**src/rtl/brcf_pkg.sv**
```systemverilog
`timescale 1ns / 1ps
// ----------------------------------------------------------------------------
// brcf_pkg: shared types and constants for the Baudot RTTY character framer
// Holds the ITA2 lookup, the frame queue entry and the line timing codes.
// ----------------------------------------------------------------------------
package brcf_pkg;

   localparam int PREAMBLE_FRAMES_DEFAULT = 4;
   localparam int QUEUE_DEPTH_DEFAULT     = 4;
   localparam int MAX_PRE_PER_INPUT       = 4;
   localparam int SEGS_PER_FRAME          = 7;

   localparam logic [4:0] CODE_LTRS  = 5'h1F;
   localparam logic [4:0] CODE_FIGS  = 5'h1B;
   localparam logic [4:0] CODE_SPACE = 5'h04;
   localparam logic [7:0] CHAR_ETX   = 8'h03;
   localparam logic [7:0] CHAR_NUL   = 8'h00;
   localparam logic [7:0] CHAR_LC_A  = 8'h61;
   localparam logic [7:0] CHAR_LC_Z  = 8'h7A;
   localparam logic [7:0] CASE_FOLD  = 8'h20;

   localparam logic [2:0] HALF_DATA       = 3'd2;
   localparam logic [2:0] HALF_STOP_SHORT = 3'd3;
   localparam logic [2:0] HALF_STOP_LONG  = 3'd4;

   // configuration register indexes
   localparam logic CSR_SHORT_STOP       = 1'b0;
   localparam logic CSR_REVERSE_POLARITY = 1'b1;

   typedef struct packed {
      logic       last;
      logic [4:0] code;
   } frame_type;

   typedef struct packed {
      logic short_stop;
      logic reverse_polarity;
   } cfg_type;

   typedef struct packed {
      logic       hit;
      logic       fig;
      logic [4:0] code;
   } enc_type;

   // First-match ITA2 lookup of an upper-case byte: letters before figures
   function automatic enc_type ita2_encode(input logic [7:0] c);
      enc_type e;
      e.hit  = 1'b1;
      e.fig  = 1'b0;
      e.code = CODE_SPACE;
      case (c)
         8'h20: e.code = 5'd4;
         8'h0A: e.code = 5'd2;
         8'h0D: e.code = 5'd8;
         "E":   e.code = 5'd1;
         "A":   e.code = 5'd3;
         "S":   e.code = 5'd5;
         "I":   e.code = 5'd6;
         "U":   e.code = 5'd7;
         "D":   e.code = 5'd9;
         "R":   e.code = 5'd10;
         "J":   e.code = 5'd11;
         "N":   e.code = 5'd12;
         "F":   e.code = 5'd13;
         "C":   e.code = 5'd14;
         "K":   e.code = 5'd15;
         "T":   e.code = 5'd16;
         "Z":   e.code = 5'd17;
         "L":   e.code = 5'd18;
         "W":   e.code = 5'd19;
         "H":   e.code = 5'd20;
         "Y":   e.code = 5'd21;
         "P":   e.code = 5'd22;
         "Q":   e.code = 5'd23;
         "O":   e.code = 5'd24;
         "B":   e.code = 5'd25;
         "G":   e.code = 5'd26;
         "M":   e.code = 5'd28;
         "X":   e.code = 5'd29;
         "V":   e.code = 5'd30;
         "3":   begin e.fig = 1'b1; e.code = 5'd1;  end
         "-":   begin e.fig = 1'b1; e.code = 5'd3;  end
         8'h07: begin e.fig = 1'b1; e.code = 5'd5;  end
         "8":   begin e.fig = 1'b1; e.code = 5'd6;  end
         "7":   begin e.fig = 1'b1; e.code = 5'd7;  end
         "$":   begin e.fig = 1'b1; e.code = 5'd9;  end
         "4":   begin e.fig = 1'b1; e.code = 5'd10; end
         8'h27: begin e.fig = 1'b1; e.code = 5'd11; end
         ",":   begin e.fig = 1'b1; e.code = 5'd12; end
         "!":   begin e.fig = 1'b1; e.code = 5'd13; end
         ":":   begin e.fig = 1'b1; e.code = 5'd14; end
         "(":   begin e.fig = 1'b1; e.code = 5'd15; end
         "5":   begin e.fig = 1'b1; e.code = 5'd16; end
         8'h22: begin e.fig = 1'b1; e.code = 5'd17; end
         ")":   begin e.fig = 1'b1; e.code = 5'd18; end
         "2":   begin e.fig = 1'b1; e.code = 5'd19; end
         "#":   begin e.fig = 1'b1; e.code = 5'd20; end
         "6":   begin e.fig = 1'b1; e.code = 5'd21; end
         "0":   begin e.fig = 1'b1; e.code = 5'd22; end
         "1":   begin e.fig = 1'b1; e.code = 5'd23; end
         "9":   begin e.fig = 1'b1; e.code = 5'd24; end
         "?":   begin e.fig = 1'b1; e.code = 5'd25; end
         "&":   begin e.fig = 1'b1; e.code = 5'd26; end
         ".":   begin e.fig = 1'b1; e.code = 5'd28; end
         "/":   begin e.fig = 1'b1; e.code = 5'd29; end
         ";":   begin e.fig = 1'b1; e.code = 5'd30; end
         default: e.hit = 1'b0;
      endcase
      return e;
   endfunction

endpackage

```
**src/rtl/brcf_front.sv**
```systemverilog
`timescale 1ns / 1ps
// ----------------------------------------------------------------------------
// brcf_front: character classifier and frame scheduler
// Accepts characters and idle events, tracks case and owed preamble, and
// pushes one frame code per cycle into the frame queue while it is not full.
// ----------------------------------------------------------------------------
module brcf_front #(
   parameter int PREAMBLE_FRAMES = brcf_pkg::PREAMBLE_FRAMES_DEFAULT
) (
   input  logic                clock,
   input  logic                reset,
   input  logic                req_tvalid,
   output logic                req_tready,
   input  logic                kind,
   input  logic [7:0]          char_code,
   input  logic                q_full,
   output logic                q_push,
   output brcf_pkg::frame_type q_entry
);
   import brcf_pkg::*;

   localparam logic [2:0] PreLoad = 3'(PREAMBLE_FRAMES);
   localparam logic [2:0] PreMax  = 3'(MAX_PRE_PER_INPUT);

   logic       figures_case_ff, figures_case_in;
   logic [2:0] preamble_left_ff, preamble_left_in;
   logic       busy_ff, busy_in;
   logic [2:0] pre_cnt_ff, pre_cnt_in;
   logic       shift_ff, shift_in;
   logic [4:0] shift_code_ff, shift_code_in;
   logic [4:0] main_code_ff, main_code_in;

   logic       accept, is_char, final_push;
   logic [2:0] pre_take;
   logic       cur_case, new_case;
   logic [7:0] folded;
   enc_type    enc;

   assign is_char = kind && (char_code != CHAR_NUL);
   assign pre_take = (preamble_left_ff > PreMax) ? PreMax : preamble_left_ff;
   assign cur_case = (pre_take != 3'd0) ? 1'b0 : figures_case_ff;
   assign folded = (char_code >= CHAR_LC_A && char_code <= CHAR_LC_Z) ?
                   (char_code - CASE_FOLD) : char_code;
   assign enc = ita2_encode(folded);
   // unknown bytes send a space in whatever case is current
   assign new_case = enc.hit ? enc.fig : cur_case;

   always_comb begin
      q_entry.last = 1'b0;
      q_entry.code = CODE_LTRS;
      if (pre_cnt_ff == 3'd0) begin
         if (shift_ff) begin
            q_entry.code = shift_code_ff;
         end else begin
            q_entry.code = main_code_ff;
            q_entry.last = 1'b1;
         end
      end
   end

   assign q_push     = busy_ff && !q_full;
   assign final_push = q_push && q_entry.last;
   assign req_tready = !busy_ff || final_push;
   assign accept     = req_tvalid && req_tready;

   always_comb begin
      figures_case_in  = figures_case_ff;
      preamble_left_in = preamble_left_ff;
      busy_in          = busy_ff;
      pre_cnt_in       = pre_cnt_ff;
      shift_in         = shift_ff;
      shift_code_in    = shift_code_ff;
      main_code_in     = main_code_ff;
      // drain the current job one frame per transfer
      if (q_push) begin
         if (pre_cnt_ff != 3'd0) begin
            pre_cnt_in = pre_cnt_ff - 3'd1;
         end else if (shift_ff) begin
            shift_in = 1'b0;
         end else begin
            busy_in = 1'b0;
         end
      end
      if (accept) begin
         if (!is_char) begin
            preamble_left_in = PreLoad;
         end else begin
            preamble_left_in = preamble_left_ff - pre_take;
            busy_in          = 1'b1;
            pre_cnt_in       = pre_take;
            if (char_code == CHAR_ETX) begin
               shift_in        = 1'b0;
               shift_code_in   = CODE_LTRS;
               main_code_in    = CODE_LTRS;
               figures_case_in = 1'b0;
            end else begin
               shift_in        = (new_case != cur_case);
               shift_code_in   = new_case ? CODE_FIGS : CODE_LTRS;
               main_code_in    = enc.hit ? enc.code : CODE_SPACE;
               figures_case_in = new_case;
            end
         end
      end
   end

   always_ff @(posedge clock) begin
      if (reset) begin
         figures_case_ff  <= 1'b1;
         preamble_left_ff <= 3'd0;
         busy_ff          <= 1'b0;
         pre_cnt_ff       <= 3'd0;
         shift_ff         <= 1'b0;
      end else begin
         figures_case_ff  <= figures_case_in;
         preamble_left_ff <= preamble_left_in;
         busy_ff          <= busy_in;
         pre_cnt_ff       <= pre_cnt_in;
         shift_ff         <= shift_in;
      end
      shift_code_ff <= shift_code_in;
      main_code_ff  <= main_code_in;
   end

   a_char_starts_job: assert property (@(posedge clock) disable iff (reset)
      (accept && is_char) |=> busy_ff)
      else $error("accepted character did not start a frame job");

   a_idle_owes_preamble: assert property (@(posedge clock) disable iff (reset)
      (accept && !is_char) |=> (preamble_left_ff == PreLoad))
      else $error("idle event did not arm the preamble");

endmodule

```
**src/rtl/brcf_queue.sv**
```systemverilog
`timescale 1ns / 1ps
// ----------------------------------------------------------------------------
// brcf_queue: frame queue between scheduler and line serializer
// Small first-in first-out buffer of frame codes with end-of-input marks.
// ----------------------------------------------------------------------------
module brcf_queue #(
   parameter int DEPTH = brcf_pkg::QUEUE_DEPTH_DEFAULT
) (
   input  logic                clock,
   input  logic                reset,
   input  logic                push,
   input  brcf_pkg::frame_type push_entry,
   input  logic                pop,
   output brcf_pkg::frame_type head_entry,
   output logic                full,
   output logic                empty
);
   import brcf_pkg::*;

   localparam int PtrW = (DEPTH > 1) ? $clog2(DEPTH) : 1;
   localparam int CntW = $clog2(DEPTH + 1);
   localparam logic [PtrW-1:0] PtrLast = PtrW'(DEPTH - 1);
   localparam logic [CntW-1:0] CntFull = CntW'(DEPTH);

   frame_type       mem_ff [DEPTH];
   logic [PtrW-1:0] wr_ptr_ff, wr_ptr_in;
   logic [PtrW-1:0] rd_ptr_ff, rd_ptr_in;
   logic [CntW-1:0] count_ff, count_in;

   assign full       = (count_ff == CntFull);
   assign empty      = (count_ff == '0);
   assign head_entry = mem_ff[rd_ptr_ff];

   always_comb begin
      wr_ptr_in = wr_ptr_ff;
      rd_ptr_in = rd_ptr_ff;
      count_in  = count_ff;
      if (push) begin
         wr_ptr_in = (wr_ptr_ff == PtrLast) ? '0 : wr_ptr_ff + 1'b1;
      end
      if (pop) begin
         rd_ptr_in = (rd_ptr_ff == PtrLast) ? '0 : rd_ptr_ff + 1'b1;
      end
      if (push && !pop) begin
         count_in = count_ff + 1'b1;
      end else if (pop && !push) begin
         count_in = count_ff - 1'b1;
      end
   end

   always_ff @(posedge clock) begin
      if (reset) begin
         wr_ptr_ff <= '0;
         rd_ptr_ff <= '0;
         count_ff  <= '0;
      end else begin
         wr_ptr_ff <= wr_ptr_in;
         rd_ptr_ff <= rd_ptr_in;
         count_ff  <= count_in;
      end
      if (push) begin
         mem_ff[wr_ptr_ff] <= push_entry;
      end
   end

   a_no_overflow: assert property (@(posedge clock) disable iff (reset)
      !(push && full))
      else $error("frame queue overflow");

   a_no_underflow: assert property (@(posedge clock) disable iff (reset)
      !(pop && empty))
      else $error("frame queue underflow");

endmodule

```
**src/rtl/brcf_back.sv**
```systemverilog
`timescale 1ns / 1ps
// ----------------------------------------------------------------------------
// brcf_back: line segment serializer
// Turns each queued frame into start, five data and stop segments.
// ----------------------------------------------------------------------------
module brcf_back (
   input  logic                clock,
   input  logic                reset,
   input  brcf_pkg::cfg_type   cfg,
   input  logic                q_empty,
   input  brcf_pkg::frame_type q_head,
   output logic                q_pop,
   output logic                rsp_tvalid,
   input  logic                rsp_tready,
   output logic [15:0]         rsp_tdata,  // [0] pin_level, [3:1] half_bits, [8:4] frame_code
   output logic                rsp_tlast   // last
);
   import brcf_pkg::*;

   localparam logic [2:0] LastSeg = 3'(SEGS_PER_FRAME - 1);

   logic       active_ff, active_in;
   logic [2:0] seg_ff, seg_in;
   frame_type  frame_ff, frame_in;

   logic       done, mark;
   logic [2:0] halves;
   logic [2:0] bit_sel;

   assign done    = active_ff && rsp_tready && (seg_ff == LastSeg);
   assign q_pop   = !q_empty && (!active_ff || done);
   assign bit_sel = seg_ff - 3'd1;

   always_comb begin
      mark   = 1'b0;
      halves = HALF_DATA;
      if (seg_ff == LastSeg) begin
         mark   = 1'b1;
         halves = cfg.short_stop ? HALF_STOP_SHORT : HALF_STOP_LONG;
      end else if (seg_ff != 3'd0) begin
         mark = frame_ff.code[bit_sel];
      end
   end

   assign rsp_tvalid = active_ff;
   assign rsp_tdata  = {7'd0, frame_ff.code, halves,
                        cfg.reverse_polarity ? mark : !mark};
   assign rsp_tlast  = frame_ff.last && (seg_ff == LastSeg);

   always_comb begin
      active_in = active_ff;
      seg_in    = seg_ff;
      frame_in  = frame_ff;
      if (active_ff && rsp_tready) begin
         seg_in = seg_ff + 3'd1;
      end
      if (done) begin
         active_in = 1'b0;
      end
      // load the next frame as soon as the stop segment is taken
      if (q_pop) begin
         active_in = 1'b1;
         seg_in    = 3'd0;
         frame_in  = q_head;
      end
   end

   always_ff @(posedge clock) begin
      if (reset) begin
         active_ff <= 1'b0;
         seg_ff    <= 3'd0;
      end else begin
         active_ff <= active_in;
         seg_ff    <= seg_in;
      end
      frame_ff <= frame_in;
   end

   a_seg_in_range: assert property (@(posedge clock) disable iff (reset)
      active_ff |-> (seg_ff <= LastSeg))
      else $error("segment counter past stop segment");

   a_frame_not_cut: assert property (@(posedge clock) disable iff (reset)
      (rsp_tvalid && rsp_tready && seg_ff != LastSeg) |=> rsp_tvalid)
      else $error("frame dropped before its stop segment");

endmodule

```
**src/rtl/baudot_rtty_character_framer.sv**
```systemverilog
`timescale 1ns / 1ps
// ----------------------------------------------------------------------------
// baudot_rtty_character_framer: ITA2 Baudot RTTY character framer
// Encodes ASCII into ITA2 frames and emits them as timed line segments.
// ----------------------------------------------------------------------------
// Each transfer on req carries a character (tuser = 1) or an idle event
// (tuser = 0, or character 0). A character yields one frame, plus a LTRS or
// FIGS frame on a case change and up to four owed preamble LTRS frames; an
// idle event yields nothing and arms the preamble. Every frame leaves on rsp
// as seven segments, one per cycle while rsp_tready is high, paced by the
// serializer's segment counter; a character yields one to six frames. The
// scheduler queues frames at one per cycle while not full and takes the next
// input as soon as its last frame is queued. No clearing after reset.
module baudot_rtty_character_framer #(
   parameter int PREAMBLE_FRAMES = brcf_pkg::PREAMBLE_FRAMES_DEFAULT,
   parameter int QUEUE_DEPTH     = brcf_pkg::QUEUE_DEPTH_DEFAULT
) (
   input  logic        clock,
   input  logic        reset,
   input  logic        req_tvalid,
   output logic        req_tready,
   input  logic [7:0]  req_tdata,   // [7:0] char_code
   input  logic        req_tuser,   // kind
   output logic        rsp_tvalid,
   input  logic        rsp_tready,
   output logic [15:0] rsp_tdata,   // [0] pin_level, [3:1] half_bits, [8:4] frame_code
   output logic        rsp_tlast,   // last
   input  logic        csr_we,
   input  logic        csr_index,
   input  logic        csr_wdata
);
   import brcf_pkg::*;

   cfg_type   cfg_ff, cfg_in;
   logic      q_push, q_pop, q_full, q_empty;
   frame_type q_entry, q_head;

   always_comb begin
      cfg_in = cfg_ff;
      if (csr_we) begin
         case (csr_index)
            CSR_SHORT_STOP:       cfg_in.short_stop       = csr_wdata;
            CSR_REVERSE_POLARITY: cfg_in.reverse_polarity = csr_wdata;
            default:              cfg_in = cfg_ff;
         endcase
      end
   end

   always_ff @(posedge clock) begin
      if (reset) begin
         cfg_ff <= '0;
      end else begin
         cfg_ff <= cfg_in;
      end
   end

   brcf_front #(
      .PREAMBLE_FRAMES(PREAMBLE_FRAMES)
   ) u_front (
      .clock      (clock),
      .reset      (reset),
      .req_tvalid (req_tvalid),
      .req_tready (req_tready),
      .kind       (req_tuser),
      .char_code  (req_tdata),
      .q_full     (q_full),
      .q_push     (q_push),
      .q_entry    (q_entry)
   );

   brcf_queue #(
      .DEPTH(QUEUE_DEPTH)
   ) u_queue (
      .clock      (clock),
      .reset      (reset),
      .push       (q_push),
      .push_entry (q_entry),
      .pop        (q_pop),
      .head_entry (q_head),
      .full       (q_full),
      .empty      (q_empty)
   );

   brcf_back u_back (
      .clock      (clock),
      .reset      (reset),
      .cfg        (cfg_ff),
      .q_empty    (q_empty),
      .q_head     (q_head),
      .q_pop      (q_pop),
      .rsp_tvalid (rsp_tvalid),
      .rsp_tready (rsp_tready),
      .rsp_tdata  (rsp_tdata),
      .rsp_tlast  (rsp_tlast)
   );

endmodule
```
**config.mk**
```make
export PLATFORM = sky130hd
export DESIGN_NAME = baudot_rtty_character_framer
export DESIGN_NICKNAME = d
export VERILOG_FILES = /design/src/rtl/brcf_pkg.sv /design/src/rtl/brcf_front.sv /design/src/rtl/brcf_queue.sv /design/src/rtl/brcf_back.sv /design/src/rtl/baudot_rtty_character_framer.sv
export SDC_FILE = /design/constraint.sdc
export NUM_CORES = 1
export LEC_CHECK = 0
export BUFFER_PORTS_ARGS = -buffer_cell sky130_fd_sc_hd__clkbuf_2
export CAP_MARGIN = 20
export CORE_ASPECT_RATIO = 0.9
export CORE_UTILIZATION = 60
export CTS_CLUSTER_SIZE = 40
export DETAILED_ROUTE_END_ITERATION = 7
export PLACE_DENSITY = 0.91
export SYNTH_ARGS = -nofsm -noshare
export SYNTH_HDL_FRONTEND = slang
export SYNTH_SLANG_ARGS = --single-unit
```
**constraint.sdc**
```tcl
create_clock -name clock -period 7 [get_ports clock]
set_input_delay 1.4 -clock clock [delete_from_list [all_inputs] [get_ports clock]]
set_output_delay 1.4 -clock clock [all_outputs]
set_load 0.05 [all_outputs]
```
Word-level counts from Yosys, hierarchy flattened --
Memory sizes are Yosys's and may differ from the RTL's. A register that Yosys moved wholly into a read port is not among the register bits. Index checks and enable logic that the tools add are counted.
Word-level totals: register bits after elaboration 32, memory bits (writable) 24, input port bits 16, output and inout bits 19, word-level logic and storage cells 196, memories kept 1
Operators by class: add/subtract/negate cells 9, $lt $le $gt $ge 4, eq/ne operators 61, mux-type cells 43, bitwise operators 2, reduce and logical (&&, ||, !) cells 61
Memories:
- u_queue.mem_ff | depth 4, width 6, rd ports 1, clocked after memory_dff 1, write ports 1, line brcf_queue.sv:25 | frame_type mem_ff [DEPTH];
Operators by type and width (count):
- == test 8 x 6 -> 1 bit, second input constant | 26
- == test 8 x 7 -> 1 bit, second input constant | 26
- case mux 5 bit (28 select lines) | 1
- OR reduction 2 bit | 28
- OR reduction 55 bit | 1
- 2-to-1 mux 3 bit | 11
- OR reduction 26 bit | 1
- 2-to-1 mux 1 bit | 24
- == test 8 x 4 -> 1 bit, second input constant | 2
- logical AND 1 bit | 11
- 2-to-1 mux 5 bit | 2
- nonzero test 3 bit | 3
- subtractor 3 x 1 -> 3 bit, second input constant | 3
- == test 8 x 2 -> 1 bit, second input constant | 1
- == test 8 x 3 -> 1 bit, second input constant | 1
- greater-or-equal comparator 8 x 7 -> 1 bit, second input constant | 1
- less-or-equal comparator 8 x 7 -> 1 bit, second input constant | 1
- 2-to-1 mux 8 bit | 1
- nonzero test 8 bit | 1
- subtractor 8 x 6 -> 8 bit, second input constant | 1
- zero test 1 bit | 7
- adder 3 x 1 -> 3 bit, second input constant | 2
- == test 3 bit, second input constant | 2
- zero test 3 bit | 2
- other kinds (13) | 21

Depth between registers and ports, before layout --
Gate-level depths: netlist of the first run.
depth in word-level cells 11, depth in mapped cells 11, depth with buffers taken out 11

By module --
Synthesis of the first run repeated with hierarchy kept, for this count alone.
Unflattened totals: cell total of the unflattened synthesis 430, area total of the unflattened synthesis 4129.0 um^2
Modules (own cells, without submodules):
- brcf_front | instances 1, cells an instance 287, area each 2122.0 um^2, sequential area each 360.3 um^2
- brcf_queue | instances 1, cells an instance 76, area each 1310.0 um^2, sequential area each 900.9 um^2
- brcf_back | instances 1, cells an instance 58, area each 604.3 um^2, sequential area each 260.2 um^2
- baudot_rtty_character_framer | instances 1, cells an instance 9, area each 92.6 um^2, sequential area each 40.0 um^2

Worst setup path after synthesis of the first run --
Ideal clock, no wire load.
kind register -> output, from reg u_front.pre_cnt_ff[0], to out req_tready, arrival 2.446 ns, data required time 5.600 ns, path slack 3.154 ns, cell stages (with the launch flop) 5, path buffers 0, cell sequence dfxtp_1 > inv_1 > ha_1 > inv_1 > o41ai_1
On the way: longest elaborated chain between the ends 4
Ends and longest elaborated chain:
- start: declaration | line brcf_front.sv:28 | logic [2:0] pre_cnt_ff, pre_cnt_in;
- start signal: assignment | line brcf_front.sv:117 | pre_cnt_ff <= pre_cnt_in;
- zero test 3 bit | line brcf_front.sv:51 | if (pre_cnt_ff == 3'd0) begin
- 2-to-1 mux 6 bit | line brcf_front.sv:51
- logical AND 1 bit | line brcf_front.sv:62 | assign final_push = q_push && q_entry.last;
- logical OR 1 bit | line brcf_front.sv:63 | assign req_tready = !busy_ff || final_push;
- end: declaration | line baudot_rtty_character_framer.sv:21 | output logic req_tready,
Every way passes these cells.

Worst setup path in the final report of the first run --
from in req_tdata[1], to reg u_front.figures_case_ff
On the way: longest elaborated chain between the ends 8, elaborated cells between the ends (all ways) 70, classes of those cells add/sub (1); order compare (2); eq/ne (56); mux (5); reduce/logical (6)
Ends and longest elaborated chain:
- start: declaration | line baudot_rtty_character_framer.sv:22 | input logic [7:0] req_tdata,
- greater-or-equal comparator 8 x 7 -> 1 bit or less-or-equal comparator 8 x 7 -> 1 bit (tied branches) | line brcf_front.sv:42 | assign folded = (char_code >= CHAR_LC_A && char_code <= CHAR_LC_Z) ?
- logical AND 1 bit | line brcf_front.sv:42
- 2-to-1 mux 8 bit | line brcf_front.sv:42
- == test 8 x 6 -> 1 bit (tied with other cells) | line brcf_pkg.sv:52 | case (c)
- OR reduction 55 bit (no source line) or OR reduction 26 bit (tied branches)
- 2-to-1 mux 1 bit | line brcf_pkg.sv:52
- 2-to-1 mux 1 bit | line brcf_front.sv:46 | assign new_case = enc.hit ? enc.fig : cur_case;
- 2-to-1 mux 1 bit | line brcf_front.sv:91 | if (char_code == CHAR_ETX) begin
- end signal: assignment | line brcf_front.sv:114 | figures_case_ff <= figures_case_in;
- end: declaration | line brcf_front.sv:25 | logic figures_case_ff, figures_case_in;
Several ways; a longest one is shown, not always the timed one. A chain may end at the register's enable or synchronous reset.

==> reports/results.tsv, run 1 <==
metric	value	unit
period utilisation layout	53.3	%
core box area	6180	µm²
FMAX	268	MHz
layout net count	455	
global-route wire length before repair	14100	µm
Ant. Diodes	0	
CTS clk-pin slew, worst paths	0.06	ns
EDFF count, synth	36	
area of the die	6830	µm²
DR iter-0 viols	452	
Max Slew Vio Count	0	
share of cells above drive strength 1	14.7	%
Final Util	67.2	%
Setup Skew	0.00931	ns
outcome	complete, no violations	
Placed Cells	498	
Setup crit end kind	flop	
Initial Util	63.1	%
Slew @ Worst Pin	0.989	ns
# IOs	35	
RD Place Congestion	1.04	
most frequent cells in the layout	edfxtp_1 (36), nand2_1 (31), nor2_1 (29), clkbuf_2 (27), a21oi_1 (25)	
drt wl/cell	17.3	µm
vias	3294	
Post-Route WL	8940	µm
TNS Setup	0	ns
Mapped Area	3900	µm²
worst vdd ir	0.0968	mV
Syn Area/Cell	9.35	µm²
clock root buffer	clkbuf_8	
CP Launch Type	primary input	
Unique masters post-synth	65	
unrepaired setup endpoints after global routing	no	
drc violations	0	
Die X	87.0	µm
worst skew pair latency	0.33	ns
CTS Buf Count	9	
worst flop-to-flop path startpoint	u_back.seg_ff[0]	
# rows	27	
post-cts sizing count	0	
max cap viols	0	
CTS tree	built	
flop2flop setup slack	4.02	ns
Arr. time, crit path	3.95	ns
Total Routing Usage GR	27.2	%
Die Span Y	78.5	µm
Total Power	1.07	mW
Area Growth Syn to Fin	6.48	%
largest net degree at the start of global routing	34	
commonest non-fill, non-tap cell in the layout	edfxtp_1	
fin worst setup slack	3.27	ns
Data required, critical path	7.22	ns
Top FF cell, synth	edfxtp_1	
dpl cell area	3980	µm²
vias in the first global route	2931	
HPWL after DPL	6340	µm
HP Start	cfg_ff[0]	
Hold Path Depth	2	
Critical R2R Capture	u_queue.count_ff[2]	
Synth warnings	0	
CTS Buffer Depth	2	
worst hold-check path type	flop to flop	
DRT Pass-1 Iters	7	
CP Max Fanout	32	
WHS	0.489	ns
Pleak	1.53	nW
CTS Hold Bufs	0	
Tmin final	3.73	ns
crit path kind	primary input to flop	
DP Worst Slack	2.70	ns
initial antenna violation count	0	
vias per cell	6.40	
Async S/R FF share, synth	0	%
setup violators final	0	
global route overflow	0	
Worst slew margin	33.9	%
# clock sinks	58	
#FFs+latches synth	58	
H-tree depth	3	
post-route ant nets	0	
r2r worst-path depth	11	
register area share after synthesis	39.0	%
postcts setup bufs	0	
WHS Endpoint	cfg_ff[0]	
Pwr Density	257	nW/µm²
Final Cell Area	4150	µm²
Final Hold Violating Endpoints	0	
Layout Cells excl Fill	515	
Syn Inst Count	417	
# port buffers	27	
-- cells by family (layout without fill, tap and decap cells) --
| group | count (synthesis) | count (layout) | synth area share, % |
|---|---|---|---|
| buffers and inverters | 61 | 65 | 7.25 |
| xor gates and xnor gates | 6 | 6 | 1.35 |
| and+or+nand+nor | 158 | 158 | 22.0 |
| muxes | 17 | 17 | 6.64 |
| AOI/OAI and AO/OA | 99 | 99 | 18.2 |
| DFF | 58 | 58 | 39.0 |
| other | 2 | 9 | 0.193 |
| adders and majority gates | 16 | 16 | 5.33 |
-- power breakdown --
part	internal, mW	switching [mW]	leakage (nW)	total [mW]
clock	0.136	0.127	0.0851	0.263
sequential	0.425	0.0426	0.507	0.468
combinational	0.118	0.219	0.937	0.337
-- synth_stat cells (4+ instances only) --
| library cell | number | area (µm²) |
|---|---|---|
| nor4bb_1 | 4 | 40.0 |
| nor2b_1 | 9 | 56.3 |
| mux4_2 | 7 | 158 |
| mux2i_1 | 9 | 90.1 |
| clkbuf_1 | 20 | 75.1 |
| o21ai_0 | 17 | 85.1 |
| and2_1 | 6 | 37.5 |
| a211oi_1 | 8 | 60.1 |
| buf_1 | 4 | 15.0 |
| dfxtp_1 | 22 | 440 |
| ha_1 | 15 | 188 |
| o211ai_1 | 5 | 37.5 |
| a31oi_1 | 7 | 43.8 |
| nand2b_1 | 11 | 68.8 |
| nand3_1 | 22 | 110 |
| buf_2 | 4 | 20.0 |
| a21oi_1 | 25 | 125 |
| or2_2 | 4 | 25.0 |
| edfxtp_1 | 36 | 1080 |
| and3_1 | 5 | 31.3 |
| nor2_1 | 29 | 109 |
| buf_4 | 13 | 97.6 |
| a32oi_1 | 4 | 35.0 |
| nor3b_1 | 4 | 30.0 |
| nand4_1 | 6 | 37.5 |
| nand2_1 | 31 | 116 |
| nor3_1 | 12 | 60.1 |
| inv_1 | 19 | 71.3 |
| o2111ai_1 | 4 | 35.0 |
-- final cells by class --
cell class / instances / area (µm²)
inverters: 20 / 75.1
clock buffers: 11 / 141
flip-flops and latches: 58 / 1520
repair buffers: 29 / 148
fillers: 461 / 2030
clock inverters: 5 / 30.0
multi-input cells: 305 / 2130
well taps: 87 / 109
-- worst max-delay path by stage --
| stage | from | endpoint | depth (start not counted) |
|---|---|---|---|
| floorplan | u_front.pre_cnt_ff[0] | req_tready | 4 |
| global placement | req_tdata[5] | u_front.main_code_ff[2] | 9 |
| detailed placement | req_tdata[5] | u_front.main_code_ff[2] | 9 |
| CTS | req_tdata[5] | u_front.main_code_ff[2] | 9 |
| global route | u_back.seg_ff[0] | rsp_tdata[0] | 9 |
| finish | req_tdata[1] | u_front.figures_case_ff | 7 |
-- state kept, by name, indices dropped and copies added (netlist names), 2 cells and up --
register                  flops
u_front.preamble_left_ff      3
u_queue.rd_ptr_ff             2
u_back.rsp_tdata              5
u_front.pre_cnt_ff            3
u_queue.count_ff              3
u_front.main_code_ff          5
u_back.seg_ff                 3
u_queue.wr_ptr_ff             2
u_queue.mem_ff               24
cfg_ff                        2
-- worst max-delay path: stages --
cell,delay (ns)
clkbuf_2,0.37
or4_4,0.67
o41a_1,0.41
nand3_1,0.31
inv_1,0.29
and2_1,0.22
a221o_1,0.28
-- routing by layer --
metal / vias to the layer above / part of all wire (%) / GRT usage [%]
met3: 29 / 9.1 / 5.89
li1: 1543 / - / -
met1: 1534 / 42 / 35.7
met4: 0 / 2.0 / 10.7
met5: - / 0 / 0
met2: 188 / 47 / 43.9
No activity file was read; power rests on OpenSTA's default activity.
==> inputs of run 2 (changes only) <==
--- a/config.mk
+++ b/config.mk
@@ -5,13 +5,14 @@
 export SDC_FILE = /design/constraint.sdc
 export NUM_CORES = 1
 export LEC_CHECK = 0
+export ABC_AREA = 1
 export BUFFER_PORTS_ARGS = -buffer_cell sky130_fd_sc_hd__clkbuf_2
 export CAP_MARGIN = 20
 export CORE_ASPECT_RATIO = 0.9
-export CORE_UTILIZATION = 60
+export CORE_UTILIZATION = 54
 export CTS_CLUSTER_SIZE = 40
 export DETAILED_ROUTE_END_ITERATION = 7
-export PLACE_DENSITY = 0.91
+export PLACE_DENSITY = 0.87
 export SYNTH_ARGS = -nofsm -noshare
 export SYNTH_HDL_FRONTEND = slang
 export SYNTH_SLANG_ARGS = --single-unit
==> constraint.sdc (replaced) <==
create_clock -name clock -period 3.2 [get_ports clock]
set_input_delay 0.64 -clock clock [delete_from_list [all_inputs] [get_ports clock]]
set_output_delay 0.64 -clock clock [all_outputs]
set_load 0.05 [all_outputs]
==> run 2 against run 1 <==
Flip-flop and latch count unchanged; routed wire length grew 8.3%; clock power rose to 3.2 times the previous value; synthesized cell count rose by 18%; area after synthesis is 3.5% lower; critical endpoint is now rsp_tdata[0]; clock skew shrank 0.0020 ns; largest cell class unchanged; first-iteration DRC count shrank 22%; via count up 7.1%; global-route usage down 0.17 points; sequential share of layout area shrank 0.32 points.
==> reports/results.tsv, run 2 <==
metric	value	unit	change
outcome	complete, no violations		unchanged
HP Start	u_front.preamble_left_ff[0]		was cfg_ff[0]
grt met2 use	46.0	%	was 43.9%
crit path kind	flop to primary output		was primary input to flop
register area share after synthesis	40.4	%	was 39.0%
critical-path cell list	inv_1, ha_1, o32ai_1, nand2_1, o211ai_1, o21ai_0, xor2_1, buf_2		was clkbuf_2, or4_4, o41a_1, nand3_1, inv_1, and2_1, a221o_1
Top FF cell, synth	edfxtp_1		unchanged
CTS Buffer Depth	2		unchanged
flop2flop setup slack	0.58	ns	was 4.02 ns
Setup crit end kind	primary output		was flop
Critical R2R Capture	u_front.figures_case_ff		was u_queue.count_ff[2]
EDFF count, synth	36		unchanged
Synth warnings	0		unchanged
worst vdd ir	0.346	mV	was 0.0968 mV
TNS Setup	0	ns	unchanged
Largest Register	u_queue.mem_ff		unchanged
largest net degree at the start of global routing	18		was 34
H-tree depth	3		unchanged
CTS Hold Bufs	0		unchanged
CTS tree	built		unchanged
most frequent cells in the layout	nand2_1 (91), nor2_1 (75), inv_1 (59), nand3_1 (41), edfxtp_1 (36)		was edfxtp_1 (36), nand2_1 (31), nor2_1 (29), clkbuf_2 (27), a21oi_1 (25)
initial antenna violation count	0		unchanged
post-route ant nets	0		unchanged
Ant. Diodes	0		unchanged
drc violations	0		unchanged
top cell type's share of synthesized area	28.7	%	was 27.7%
Comb pwr share	28.3	%	was 31.6%
Commonest cells post-synth	nand2_1 (91), nor2_1 (75), inv_1 (59), nand3_1 (41), edfxtp_1 (36)		was edfxtp_1 (36), nand2_1 (31), nor2_1 (29), a21oi_1 (25)
Pwr Density	619	nW/µm²	was 257 nW/µm²
# IOs	35		unchanged
Pleak	1.88	nW	was 1.53 nW
Largest register FFs	24		unchanged
Syn Inst Count	494		was 417
area of the die	7310	µm²	was 6830 µm²
Tmin final	3.03	ns	
Initial Util	56.6	%	was 63.1%
Hold Path Depth	2		unchanged
period utilisation layout	94.7	%	
layout net count	556		was 455
ranking of synthesized cells by area	edfxtp_1 (29%), dfxtp_1 (12%), nand2_1 (9.1%)		was edfxtp_1 (28%), dfxtp_1 (11%), ha_1 (4.8%)
NetSw	936	µW	was 389 µW
Unique masters post-synth	43		was 65
sw frac	36.1	%	was 36.4%
Final Hold Violating Endpoints	0		unchanged
postcts setup bufs	0		unchanged
Post-Route WL	9680	µm	was 8940 µm
CP bufs+invs	2		unchanged
HPWL after DPL	7350	µm	was 6340 µm
CP Max Fanout	6		was 32
Setup Skew	0.00729	ns	was 0.00931 ns
CTS clk-pin slew, worst paths	0.07	ns	was 0.06 ns
Area Growth Syn to Fin	11.3	%	was 6.48%
cell taking the most area after synthesis	edfxtp_1		unchanged
# rows	28		was 27
Data required, critical path	2.56	ns	was 7.22 ns
DRT Pass-1 Iters	5		was 7
worst flop-to-flop path startpoint	u_front.pre_cnt_ff[0]		was u_back.seg_ff[0]
FMAX	330	MHz	
# clock sinks	58		unchanged
Max Slew Vio Count	0		unchanged
Crit path largest cell delay	0.42	ns	was 0.67 ns
core box area	6660	µm²	was 6180 µm²
# fillers	565		was 461
Crit path max-delay family	compound AO/OA/AOI/OAI gates		was simple AND/OR/NAND/NOR gates
CTS Buf Count	9		unchanged
Die X	90.0	µm	was 87.0 µm
Clock power frac	32.2	%	was 24.6%
Worst slew margin	44.6	%	was 33.9%
DP Worst Slack	0.267	ns	was 2.70 ns
Async S/R FF share, synth	0	%	unchanged
fin worst setup slack	0.170	ns	was 3.27 ns
RD Place Congestion	1.01		was 1.04
post-cts sizing count	0		unchanged
clock root buffer	clkbuf_8		unchanged
Internal Pwr Total	1.66	mW	was 679 µW
unrepaired setup endpoints after global routing	no		unchanged
worst hold-check path type	flop to flop		unchanged
global-route wire length before repair	15100	µm	was 14100 µm
r2r worst-path depth	11		unchanged
setup violators final	0		unchanged
Slew @ Worst Pin	0.828	ns	was 0.989 ns
vias in the first global route	3110		was 2931
vias per cell	5.70		was 6.40
Total Power	2.59	mW	was 1.07 mW
drt wl/cell	15.6	µm	was 17.3 µm
WHS Endpoint	u_front.preamble_left_ff[0]		was cfg_ff[0]
max cap viols	0		unchanged
commonest non-fill, non-tap cell in the layout	nand2_1		was edfxtp_1
most common cell in the netlist	nand2_1		was edfxtp_1
share of cells above drive strength 1	12.7	%	was 14.7%
CP max stage cell	dfxtp_1		was or4_4
sequential power share	39.4	%	was 43.8%
global route overflow	0		unchanged
DR iter-0 viols	353		was 452
GRT met3 Usage	5.15	%	was 5.89%
Mapped Area	3760	µm²	was 3900 µm²
CP Launch Type	flop		was primary input
met1 Use GR	34.5	%	was 35.7%
Top Usage Layer GRT	met2		unchanged
# port buffers	27		unchanged
Total Routing Usage GR	27.1	%	was 27.2%
#FFs+latches synth	58		unchanged
worst skew pair latency	0.33	ns	about the same
Arr. time, crit path	2.39	ns	was 3.95 ns
Die Span Y	81.2	µm	was 78.5 µm
vias	3528		was 3294
Syn Area/Cell	7.62	µm²	was 9.35 µm²
run 2: cell types whose count changed in the layout (fill, tap and decap cells not counted), sizes merged, moves of 8 or more:
| cell | delta |
|---|---|
| nor2 | +51 |
| o22ai | +8 |
| mux2i | -8 |
| nand2 | +64 |
| nor3 | -8 |
| nor2b | -9 |
| o21ai | +15 |
| inv | +45 |
| nand3 | +21 |
| nand2b | -11 |
run 2: how the worst max path moves through the flow:
stage / start / to / slack [ns] / depth (start not counted)
6_report: u_back.seg_ff[0] / rsp_tdata[0] / 0.17 / 8
5_1_grt: u_back.seg_ff[0] / rsp_tdata[0] / 0.01 / 8
4_1_cts: u_back.seg_ff[0] / rsp_tdata[0] / 0.14 / 8
3_5_place_dp: req_tdata[1] / u_front.main_code_ff[2] / 0.27 / 18
3_3_place_gp: req_tdata[5] / u_front.main_code_ff[2] / 0.27 / 13
2_1_floorplan: u_back.seg_ff[0] / rsp_tdata[0] / 0.46 / 7
run 2: cell families after synthesis:
| group | synth area share (%) |
|---|---|
| buf+inv | 9.80 |
| flops | 40.4 |
| xor+xnor | 0.931 |
| mux | 0.266 |
| simple gates | 29.0 |
| fa+ha+maj | 5.52 |
| other cells | 0.199 |
| compound gates | 13.9 |
run 2: worst register-to-register path, delay by kind of cell (launching register included):
family	cells	cell delay [ns]
AND/OR/NAND/NOR	4	1.13
buffers and inverters	3	0.52
AO/OA/AOI/OAI	3	0.40
flip-flops	1	0.32
adder cells (fa/ha/maj)	1	0.14
run 2: per-stage QoR:
stage	hold WS [ns]	util [%]	instances	cell area (µm²)
after floorplan	0.439	-	501	3790
after global placement	0.461	59.2	603	3940
after detailed placement	0.469	59.2	603	3940
after CTS	0.481	62.9	619	4190
after global routing	0.493	62.9	619	4190
final	0.481	62.9	619	4190
run 2: power by group through the flow:
stage               registers, mW  logic (mW)  clock network [mW]
floorplan                    1.02       0.600                   0
global placement             1.03       0.695                   0
detailed placement           1.04       0.719                   0
CTS                          1.02       0.729               0.843
global route                 1.03       0.800               0.873
finish                       1.02       0.735               0.836
run 2: routing by layer:
metal	routed length [µm]	up-vias	part of all wire, %
met5	0	-	0
met4	178	0	1.8
met3	799	22	8.3
met2	4540	196	47
met1	4160	1591	43
li1	-	1719	-
run 2: final cells by class:
cell class	count	area [µm²]	area share (%)
multi-input combinational	361	1900	45.4
sequential	58	1520	36.3
inverter	62	233	5.56
timing repair buffer	32	173	4.12
clock inverter	7	125	2.99
clock buffer	9	124	2.96
tap	90	113	2.69
==> inputs of run 3 (changes only) <==
--- a/config.mk
+++ b/config.mk
@@ -9,6 +9,7 @@
 export BUFFER_PORTS_ARGS = -buffer_cell sky130_fd_sc_hd__clkbuf_2
 export CAP_MARGIN = 20
 export CORE_ASPECT_RATIO = 0.9
+export CORE_MARGIN = 4
 export CORE_UTILIZATION = 54
 export CTS_CLUSTER_SIZE = 40
 export DETAILED_ROUTE_END_ITERATION = 7
==> run 3 against run 2 <==
Final area decreased by 1.0%; global-route usage decreased by 2.9 points; core utilization decreased by 0.97 points; die area increased by 15%; critical path depth unchanged; setup slack improved by 0.045 ns; clock power decreased by 15%.
==> reports/results.tsv, run 3 (same netlist as run 2, synthesis figures left out) <==
metric	value	unit	change
Ant. Diodes	0		unchanged
Setup Skew	0.0101	ns	was 0.00729 ns
CTS clk-pin slew, worst paths	0.07	ns	about the same
# port buffers	27		unchanged
Setup crit end kind	primary output		unchanged
Max Slew Vio Count	0		unchanged
WHS Endpoint	u_front.preamble_left_ff[0]		unchanged
critical-path cell list	inv_1, ha_1, o32ai_1, nand2_1, o211ai_1, o21ai_0, xor2_1, clkbuf_2		was inv_1, ha_1, o32ai_1, nand2_1, o211ai_1, o21ai_0, xor2_1, buf_2
# rows	28		unchanged
Pleak	1.86	nW	was 1.88 nW
# IOs	35		unchanged
WL met3	660	µm	was 799 µm
postcts setup bufs	0		unchanged
setup violators final	0		unchanged
CTS Buf Count	9		unchanged
share of cells above drive strength 1	12.5	%	was 12.7%
CTS Buffer Depth	2		unchanged
HPWL after DPL	7100	µm	was 7350 µm
Post-Route WL	9660	µm	was 9680 µm
unrepaired setup endpoints after global routing	no		unchanged
fin worst setup slack	0.214	ns	was 0.170 ns
most frequent cells in the layout	nand2_1 (91), nor2_1 (75), inv_1 (59), nand3_1 (41), edfxtp_1 (36)		unchanged
Area Growth Syn to Fin	10.1	%	was 11.3%
Data required, critical path	2.56	ns	about the same
Crit path largest cell delay	0.44	ns	was 0.42 ns
worst skew pair latency	0.34	ns	was 0.33 ns
Largest Register	u_queue.mem_ff		unchanged
FMAX	335	MHz	was 330 MHz
vias in the first global route	3337		was 3110
Worst slew margin	44.9	%	was 44.6%
Die X	96.0	µm	was 90.0 µm
CP Max Fanout	6		unchanged
DP Worst Slack	0.229	ns	was 0.267 ns
CP max stage cell	dfxtp_1		unchanged
DR iter-0 viols	280		was 353
Final Hold Violating Endpoints	0		unchanged
vias	3537		was 3528
outcome	complete, no violations		unchanged
CP Launch Type	flop		unchanged
Pwr Density	596	nW/µm²	was 619 nW/µm²
Total Routing Usage GR	24.1	%	was 27.1%
# clock sinks	58		unchanged
initial antenna violation count	0		unchanged
global route overflow	0		unchanged
DRT met1 WL	3910	µm	was 4160 µm
r2r worst-path depth	11		unchanged
flop2flop setup slack	0.53	ns	was 0.58 ns
post-cts sizing count	0		unchanged
global-route wire length before repair	15500	µm	was 15100 µm
largest net degree at the start of global routing	19		was 18
RD Place Congestion	1.07		was 1.01
CTS tree	built		unchanged
area of the die	8370	µm²	was 7310 µm²
post-route ant nets	0		unchanged
worst flop-to-flop path startpoint	u_front.pre_cnt_ff[0]		unchanged
worst vdd ir	0.228	mV	was 0.346 mV
period utilisation layout	93.3	%	was 94.7%
Slew @ Worst Pin	0.824	ns	was 0.828 ns
vias per cell	5.72		was 5.70
routed length on met2	4780	µm	was 4540 µm
Arr. time, crit path	2.35	ns	was 2.39 ns
H-tree depth	3		unchanged
worst hold-check path type	flop to flop		unchanged
drt wl/cell	15.6	µm	about the same
HP Start	u_front.preamble_left_ff[0]		unchanged
Critical R2R Capture	u_front.figures_case_ff		unchanged
TNS Setup	0	ns	unchanged
crit path kind	flop to primary output		unchanged
CTS Hold Bufs	0		unchanged
core box area	6690	µm²	was 6660 µm²
Tmin final	2.99	ns	was 3.03 ns
max cap viols	0		unchanged
Initial Util	56.3	%	was 56.6%
CP bufs+invs	2		unchanged
# fillers	559		was 565
DR top layer	met4		unchanged
Crit path max-delay family	compound AO/OA/AOI/OAI gates		unchanged
Largest register FFs	24		unchanged
Hold Path Depth	2		unchanged
commonest non-fill, non-tap cell in the layout	nand2_1		unchanged
drc violations	0		unchanged
Die Span Y	87.2	µm	was 81.2 µm
clock root buffer	clkbuf_8		unchanged
layout net count	555		was 556
DRT Pass-1 Iters	5		unchanged
==> run 3: changes by cell type in the layout (fill, tap and decap cells not counted), moves of 2 or more <==
cell	delta
inv_6	-2
clkbuf_8	+3
bufinv_16	-2
clkinv_2	+2
==> run 3: layer usage <==
metal / up-vias / GRT usage, %
met5: - / 0
met2: 174 / 41.4
li1: 1713 / -
met3: 32 / 5.10
met1: 1618 / 27.8
met4: 0 / 13.0
==> run 3: worst max-delay path by stage <==
stage | startpoint | to | slack [ns] | cells past startpoint
global route | u_back.seg_ff[0] | rsp_tdata[0] | 0.02 | 8
detailed placement | req_tdata[3] | u_front.shift_code_ff[2] | 0.23 | 17
finish | u_back.seg_ff[0] | rsp_tdata[0] | 0.21 | 8
floorplan | u_back.seg_ff[0] | rsp_tdata[0] | 0.46 | 7
global placement | req_tdata[3] | u_front.main_code_ff[4] | 0.34 | 16
CTS | u_back.seg_ff[0] | rsp_tdata[0] | 0.21 | 8
==> run 3: power breakdown <==
part / internal, mW / switching [mW]
clock: 0.422 / 0.289
combinational: 0.191 / 0.542
sequential: 0.943 / 0.0834
==> run 3: cell type report <==
class                   count  area (µm²)  area share [%]
multi-input cells         361        1900            45.8
flip-flops and latches     58        1520            36.7
inverters                  62         233            5.61
clock buffers              12         165            3.98
repair buffers             31         165            3.98
well taps                  90         113            2.72
clock inverters             4        48.8            1.18
==> run 3: tightest hold or removal path, delay by kind of cell, from the launching register on <==
family        cells  cell delay [ns]
flops             1             0.32
buf+inv           1             0.07
simple gates      1             0.05
==> run 3: stage by stage <==
| step | power (mW) | instances | util, % | area, µm² | hold WS, ns |
|---|---|---|---|---|---|
| 6_report | 2.47 | 618 | 62.0 | 4150 | 0.471 |
| 5_1_grt | 2.60 | 618 | 62.0 | 4150 | 0.497 |
| 4_1_cts | 2.47 | 618 | 62.0 | 4150 | 0.470 |
| 3_5_place_dp | 1.75 | 602 | 58.8 | 3930 | 0.455 |
| 3_3_place_gp | 1.72 | 602 | 58.8 | 3930 | 0.448 |
| 2_1_floorplan | 1.62 | 501 | - | 3790 | 0.439 |
